### src/rtl/rvde_ram.sv
`timescale 1ns / 1ps
// Generic single-write, single-read synchronous RAM with registered read.
// A read of the address written in the same cycle returns the new data.
module rvde_ram #(
  parameter int WIDTH = 32,
  parameter int DEPTH = 32
) (
  input  logic                                   clk,
  input  logic                                   we,
  input  logic [((DEPTH > 1) ? $clog2(DEPTH) : 1)-1:0] waddr,
  input  logic [WIDTH-1:0]                       wdata,
  input  logic                                   re,
  input  logic [((DEPTH > 1) ? $clog2(DEPTH) : 1)-1:0] raddr,
  output logic [WIDTH-1:0]                       rdata
);

  logic [WIDTH-1:0] mem [DEPTH];

  always_ff @(posedge clk) begin
    if (we) begin
      mem[waddr] <= wdata;
    end
    if (re) begin
      if (we && (waddr == raddr)) begin
        rdata <= wdata;
      end else begin
        rdata <= mem[raddr];
      end
    end
  end

endmodule

### config.mk
export PLATFORM = sky130hd
export DESIGN_NAME = rvde_ram
export DESIGN_NICKNAME = d
export VERILOG_FILES = /design/src/rtl/rvde_ram.sv
export SDC_FILE = /design/constraint.sdc
export NUM_CORES = 1
export LEC_CHECK = 0
export ABC_AREA = 0
export CAP_MARGIN = 20
export CORE_AREA = 2 2 283 285
export CTS_CLUSTER_DIAMETER = 40
export CTS_CLUSTER_SIZE = 16
export DETAILED_ROUTE_END_ITERATION = 7
export DIE_AREA = 0 0 285 287
export DONT_BUFFER_PORTS = 1
export PLACE_DENSITY = 0.73
export SKIP_CTS_REPAIR_TIMING = 1
export SYNTH_ARGS = -nofsm -noshare
export SYNTH_HDL_FRONTEND = slang
export SYNTH_SLANG_ARGS = --single-unit
### constraint.sdc
create_clock -name clk -period 6 [get_ports clk]
set_clock_uncertainty 0.05 [all_clocks]
set_input_delay 0.6 -clock clk [delete_from_list [all_inputs] [get_ports clk]]
set_output_delay 0.6 -clock clk [all_outputs]
set_load 0.01 [all_outputs]
==> results of run 1 <==
registers in the layout, summed over array words and instances, names as in the netlist:
register and count:
rdata 32, mem 1024
cell type report:
class                      instances  area, um2
multi-input combinational        988       9020
fill                            5462      31600
sequential                      1056      31700
clock buffer                     126       2980
clock inverter                    91       1070
tap                             1050       1310
timing repair buffer              77        966
how the worst min path moves through the flow:
stage	endpoint	slack, ns	cells after the start
floorplan	mem[0][0]$_DFFE_PP_	0.65	0
global placement	mem[8][15]$_DFFE_PP_	0.65	0
detailed placement	mem[12][15]$_DFFE_PP_	0.65	0
CTS	mem[8][15]$_DFFE_PP_	-0.08	0
global route	rdata[6]$_DFFE_PP_	0.02	2
finish	rdata[6]$_DFFE_PP_	0.04	2
critical path, stage by stage:
cell and delay (ns):
xor2_1 0.53, nor4_1 0.33, and3_4 0.65, buf_12 0.31, o41ai_2 0.14
logic make-up after synthesis:
family | Yosys count | synth area share (%)
AOI/OAI and AO/OA | 384 | 7.71
buffers and inverters | 137 | 2.10
and+or+nand+nor | 87 | 0.933
muxes | 512 | 12.4
DFF | 1056 | 76.7
xor gates and xnor gates | 5 | 0.106
layer usage:
| layer | vias to the layer above | routed length [um] |
|---|---|---|
| met3 | 209 | 9320 |
| met1 | 11000 | 37600 |
| met4 | 0 | 2990 |
| met5 | - | 0 |
| li1 | 9100 | - |
| met2 | 1107 | 48400 |
per-stage QoR:
step / hold slack, ns / power (mW) / utilization (%)
4_1_cts: -0.0795 / 16.3 / 59.1
3_5_place_dp: 0.650 / 8.96 / 53.9
6_report: 0.0381 / 16.3 / 59.9
3_3_place_gp: 0.651 / 8.95 / 53.9
5_1_grt: 0.0250 / 16.7 / 59.9
2_1_floorplan: 0.649 / 8.89 / -
placed cells by master (no fill, tap or decap), types with 2 or more instances in the layout:
cell / netlist / routed
a221oi_1: 54 / 54
clkinv_2: 0 / 12
clkinv_16: 0 / 2
o41ai_2: 32 / 32
a22o_1: 64 / 64
inv_6: 0 / 13
xor2_1: 4 / 4
clkbuf_16: 0 / 118
buf_4: 15 / 37
nor2_4: 0 / 33
clkinv_4: 0 / 9
a221oi_2: 10 / 10
clkinvlp_4: 0 / 12
nor2b_4: 0 / 2
a21oi_1: 64 / 64
nand3_1: 2 / 2
mux2i_1: 512 / 512
o22ai_1: 32 / 32
dlygate4sd3_1: 0 / 12
nand2_1: 34 / 33
nand2b_2: 0 / 2
nand3b_1: 5 / 5
clkinv_1: 0 / 18
clkbuf_1: 59 / 8
bufinv_16: 0 / 16
edfxtp_1: 1056 / 1056
or3b_2: 3 / 3
buf_12: 0 / 27
a22oi_1: 128 / 128
inv_8: 0 / 7
power groups by stage:
stage	Combinational [mW]	Clock [mW]	Sequential, mW
3_3_place_gp	0.506	0	8.44
6_report	0.684	7.36	8.29
4_1_cts	0.520	7.44	8.29
5_1_grt	0.712	7.73	8.29
2_1_floorplan	0.469	0	8.43
3_5_place_dp	0.517	0	8.45
==> impl_metrics.csv, run 1 <==
group,metric,value,unit
outcome,outcome,"complete, but fails checks",
outcome,violations,"max-slew violations",
placement,pre_cts_ws,2.70,ns
placement,gp_congestion,0.759,
sta,relSlewSlack,-10.8,%
placement,placedCellCount,3135,
yosys,yosysMostFrequentCell,"edfxtp_1",
clock_network,clk-insertion-delay-late,0.69,ns
cells_and_area,antennaDiodeCount,0,
die,die_h,287,um
sta,min_period,3.02,ns
sta,fin_tns_setup,0,ns
sta,fmax,331,MHz
global_route,grt_util_met2,38.5,%
worst_setup_path,r2r_start,"mem[1][4]$_DFFE_PP_",
yosys,synth_nets,2226,
yosys,syn_avg_cell_area,18.9,um2
placement,dp_hpwl,47100,um
cells_and_area,layout-drive-gt1-share,14.6,%
yosys,synth_area_leader_cell,"edfxtp_1",
die,die_w,285,um
clock_network,cts.clk_slew.worst_paths,0.07,ns
sta,tightest_slew,1.66,ns
clock_network,cts_tree,"built",
power_and_ir_drop,switchingPower,3.47,mW
die,core_area,78600,um2
yosys,synth_edf_count,1056,
yosys,syn-cell-area,41300,um2
power_and_ir_drop,pwr-share-seq,50.7,%
clock_network,cts_buffer_depth,3,
worst_setup_path,crit_fanout,513,
power_and_ir_drop,p_comb_share,4.2,%
sta,drv_slew,94,
yosys,yosys.area.top_type_share,76.7,%
placement,placed_cell_area,42400,um2
routing,drcViolationCount,0,
yosys,synth_warnings,0,
min_path,hp-class,"in -> reg",
clock_network,ctsHtreeMaxLevel,3,
routing,wl_per_cell,29.0,um
sta,hold_violations,0,
cells_and_area,area_growth,13.9,%
sta,setup_violations,0,
sta,worst_slack,2.98,ns
yosys,ys_async_sr_fraction,0,%
worst_setup_path,crit_required,6.36,ns
worst_setup_path,reg2reg_to,"rdata[4]$_DFFE_PP_",
worst_setup_path,end_kind,"register",
yosys,synthTopCellsByArea,"edfxtp_1, mux2i_1, a22oi_1, a22o_1, o41ai_2",
yosys,synth_commonest_cells,"edfxtp_1, mux2i_1, a22oi_1",
die,die_area,81800,um2
worst_setup_path,path_class,"in -> reg",
die,initial_core_util,52.6,%
die,num_rows,103,
yosys,ys_types,30,
sta,finalCritPeriodShare,50.3,%
routing,drtIter0Drc,2837,
worst_setup_path,r2r_setup_slack,4.15,ns
clock_network,cts_made_buffers,116,
yosys,syn_inst,2181,
power_and_ir_drop,internal_power,12.9,mW
global_route,overflow,0,
yosys,ys_seq_elements,1056,
global_route,grt_max_degree,514,
die,io_pins,77,
routing,vias,21400,
yosys,ys.flop_type,"edfxtp_1",
cells_and_area,finalInstanceArea,47100,um2
worst_setup_path,crit_path_start,"raddr[0]",
routing,routed_via_density,6.31,
routing,ant_nets,0,
placement,port_buffers,0,
worst_setup_path,endpoint,"rdata[22]$_DFFE_PP_",
global_route,grt_usage,23.4,%
routing,routed_wl,98300,um
power_and_ir_drop,p_sw_share,21.2,%
power_and_ir_drop,p_per_area,347,nW/um2
worst_setup_path,worstSetupStartpointType,"input pin",
power_and_ir_drop,p_leak,16.0,nW
sta,rsz0062_at_grt,"no",
worst_setup_path,critPathArrivalTime,3.38,ns
worst_setup_path,r2r_cells,5,
global_route,grt_pass1_wl,140000,um
global_route,busiest_layer,"met2",
global_route,antenna_found_initial,0,
power_and_ir_drop,power_frac_clock,45.1,%
clock_network,root_buffer,"clkbuf_16",
cells_and_area,final-instance-count-excl-fill,3388,
run,cap_violations,0,
global_route,grt_use_met1,30.8,%
routing,first_pass_iters,6,
global_route,first_global_vias,21300,
clock_network,cts.sinks,1056,
power_and_ir_drop,ir_worst_vdd,0.000283,V
min_path,min_from,"wdata[6]",
cells_and_area,fin_nets,2284,
global_route,grt.met3_usage,5.51,%
yosys,ys_seq_area_share,76.7,%
Note: power is estimated with default switching activity, not from simulation.
==> inputs of run 2 (changes only) <==
--- a/config.mk
+++ b/config.mk
@@ -13,7 +13,7 @@
 export DETAILED_ROUTE_END_ITERATION = 7
 export DIE_AREA = 0 0 285 287
 export DONT_BUFFER_PORTS = 1
-export PLACE_DENSITY = 0.73
+export PLACE_DENSITY = 0.75
 export SKIP_CTS_REPAIR_TIMING = 1
 export SYNTH_ARGS = -nofsm -noshare
 export SYNTH_HDL_FRONTEND = slang
==> constraint.sdc (replaced) <==
create_clock -name clk -period 2.5 [get_ports clk]
set_clock_uncertainty 0.05 [all_clocks]
set_input_delay 0.25 -clock clk [delete_from_list [all_inputs] [get_ports clk]]
set_output_delay 0.25 -clock clk [all_outputs]
set_load 0.01 [all_outputs]
==> run 2 against run 1 <==
- the run ends with max-slew violations, negative setup slack left
- via count grew 0.49%
- cell count increased by 0.47%
- die area unchanged
- non-clock buffer count rose by 55
- utilization up 0.11 points
- sequential share of layout area decreased by 0.12 points
- setup slack got worse by 3.3 ns
- sequential power rose by 140%
- register-to-register slack worse by 3.4 ns
- hold slack improved by 0.15 ns
- flip-flop and latch count unchanged
- cell area increased by 0.18%
- critical path type unchanged
- largest cell class unchanged
- highest routed layer unchanged
==> impl_metrics.csv, run 2 (synthesis gave the netlist of run 1 again) <==
group,metric,value,unit
outcome,outcome,"complete, but fails checks",
outcome,violations,"max-slew violations, negative setup slack",
global_route,grt_max_degree,514,
cells_and_area,largest_reg_flops,1024,
power_and_ir_drop,p_leak,16.0,nW
clock_network,cts.clk_slew.worst_paths,0.07,ns
clock_network,clk-insertion-delay-late,0.67,ns
die,num_rows,103,
global_route,first_global_vias,21400,
routing,routed_wl,97600,um
routing,routed_via_density,6.31,
worst_setup_path,cp_top_family,"multiplexers",
global_route,antenna_found_initial,0,
worst_setup_path,cp_cell_sequence,"mux2i_1 -> a22o_1 -> a221oi_1 -> o22ai_1 -> o41ai_2",
routing,wl_per_cell,28.7,um
power_and_ir_drop,p_total,37.0,mW
power_and_ir_drop,ir_worst_vdd,0.000563,V
placement,pre_cts_ws,0.487,ns
worst_setup_path,end_kind,"register",
die,die_area,81800,um2
worst_setup_path,crit_required,2.85,ns
routing,drcViolationCount,0,
power_and_ir_drop,pwr-share-seq,53.8,%
cells_and_area,layout-drive-gt1-share,14.8,%
worst_setup_path,path_class,"in -> reg",
power_and_ir_drop,switchingPower,7.81,mW
sta,drv_slew,449,
worst_setup_path,crit_buf_inv,0,
power_and_ir_drop,power_frac_clock,41.4,%
clock_network,cts_tree,"built",
sta,relSlewSlack,-84.4,%
placement,gp_congestion,0.788,
sta,finalCritPeriodShare,111,%
run,cap_violations,0,
worst_setup_path,critPathArrivalTime,3.12,ns
min_path,hp-class,"in -> reg",
cells_and_area,nFillCells,5528,
placement,dp_hpwl,49600,um
sta,worst_slack,-0.275,ns
sta,hold_violations,0,
sta,min_period,2.77,ns
cells_and_area,reg.largest.list,"mem: 1024 flops, rdata: 32 flops",
power_and_ir_drop,p_sw_share,21.1,%
die,initial_core_util,52.6,%
cells_and_area,fin_nets,2321,
cells_and_area,antennaDiodeCount,0,
global_route,grt_usage,23.3,%
clock_network,ctsHtreeMaxLevel,3,
sta,setup_violations,9,
power_and_ir_drop,p_comb_share,4.8,%
cells_and_area,top_register,"mem",
worst_setup_path,cpPeakStageDelay,0.91,ns
routing,ant_nets,0,
worst_setup_path,cp_slowest_cell,"mux2i_1",
routing,first_pass_iters,5,
sta,tightest_slew,2.77,ns
clock_network,cts_buffer_depth,3,
sta,fmax,360,MHz
global_route,overflow,0,
placement,port_buffers,0,
clock_network,cts.sinks,1056,
routing,vias,21500,
power_and_ir_drop,p_per_area,785,nW/um2
global_route,grt_pass1_wl,140000,um
die,die_w,285,um
worst_setup_path,crit_fanout,513,
clock_network,root_buffer,"clkbuf_16",
power_and_ir_drop,internal_power,29.2,mW
worst_setup_path,worstSetupStartpointType,"input pin",
die,core_area,78600,um2
cells_and_area,layout_common_cells,"edfxtp_1, mux2i_1, a22oi_1",
cells_and_area,area_growth,14.1,%
routing,drtIter0Drc,2565,
cells_and_area,mostFrequentLayoutCell,"edfxtp_1",
clock_network,cts_made_buffers,98,
sta,rsz0062_at_grt,"no",
die,io_pins,77,
die,die_h,287,um
-- run 2: cell count changes in the layout (fill, tap and decap cells not counted), sizes merged --
| cell | delta |
|---|---|
| buf | +34 |
| bufinv | -5 |
| clkbuf | -18 |
| clkinv | -14 |
| clkinvlp | -3 |
| dlygate4sd3 | +21 |
| inv | +1 |
-- run 2: layer usage --
layer	wire [um]	global-route usage, %	vias to the layer above
met5	0	0	-
met2	47500	38.4	1126
met1	38500	31.2	11000
li1	-	-	9152
met3	8640	4.81	200
met4	2890	8.21	0
-- run 2: worst paths after layout --
check                              end                 start  depth (start not counted)  slack (ns)
hold / removal    mem[17][8]$_DFFE_PP_              waddr[4]                          2        0.19
setup reg to reg    rdata[5]$_DFFE_PP_  mem[17][5]$_DFFE_PP_                          5        0.77
setup / recovery    rdata[2]$_DFFE_PP_              raddr[0]                          5       -0.27
hold reg to reg     rdata[7]$_DFFE_PP_  mem[26][7]$_DFFE_PP_                          4        0.94
-- run 2: stage by stage --
stage | hold slack [ns] | area, um2 | cells | setup TNS (ns) | util, %
finish | 0.192 | 47100 | 3404 | -1.09 | 60.0
floorplan | 0.299 | 41300 | 2181 | -88.72 | -
global route | 0.204 | 47100 | 3404 | 0 | 60.0
global placement | 0.300 | 43000 | 3170 | 0 | 54.7
detailed placement | 0.300 | 43000 | 3170 | 0 | 54.7
CTS | -0.400 | 46300 | 3348 | 0 | 59.0
-- run 2: power groups by stage --
stage / logic (mW) / clock network (mW) / registers (mW)
2_1_floorplan: 1.13 / 0 / 20.2
3_3_place_gp: 1.27 / 0 / 20.3
6_report: 1.78 / 15.3 / 19.9
3_5_place_dp: 1.29 / 0 / 20.3
5_1_grt: 1.80 / 16.1 / 19.9
4_1_cts: 1.30 / 15.5 / 19.9
-- run 2: final cells by class --
cell class              count  area [um2]  share of cell area, %
flip-flops and latches   1056       31700                   67.3
multi-input cells         988        9020                   19.1
clock buffers             108        2530                   5.37
repair buffers            132        1760                   3.73
well taps                1050        1310                   2.79
clock inverters            70         812                   1.72
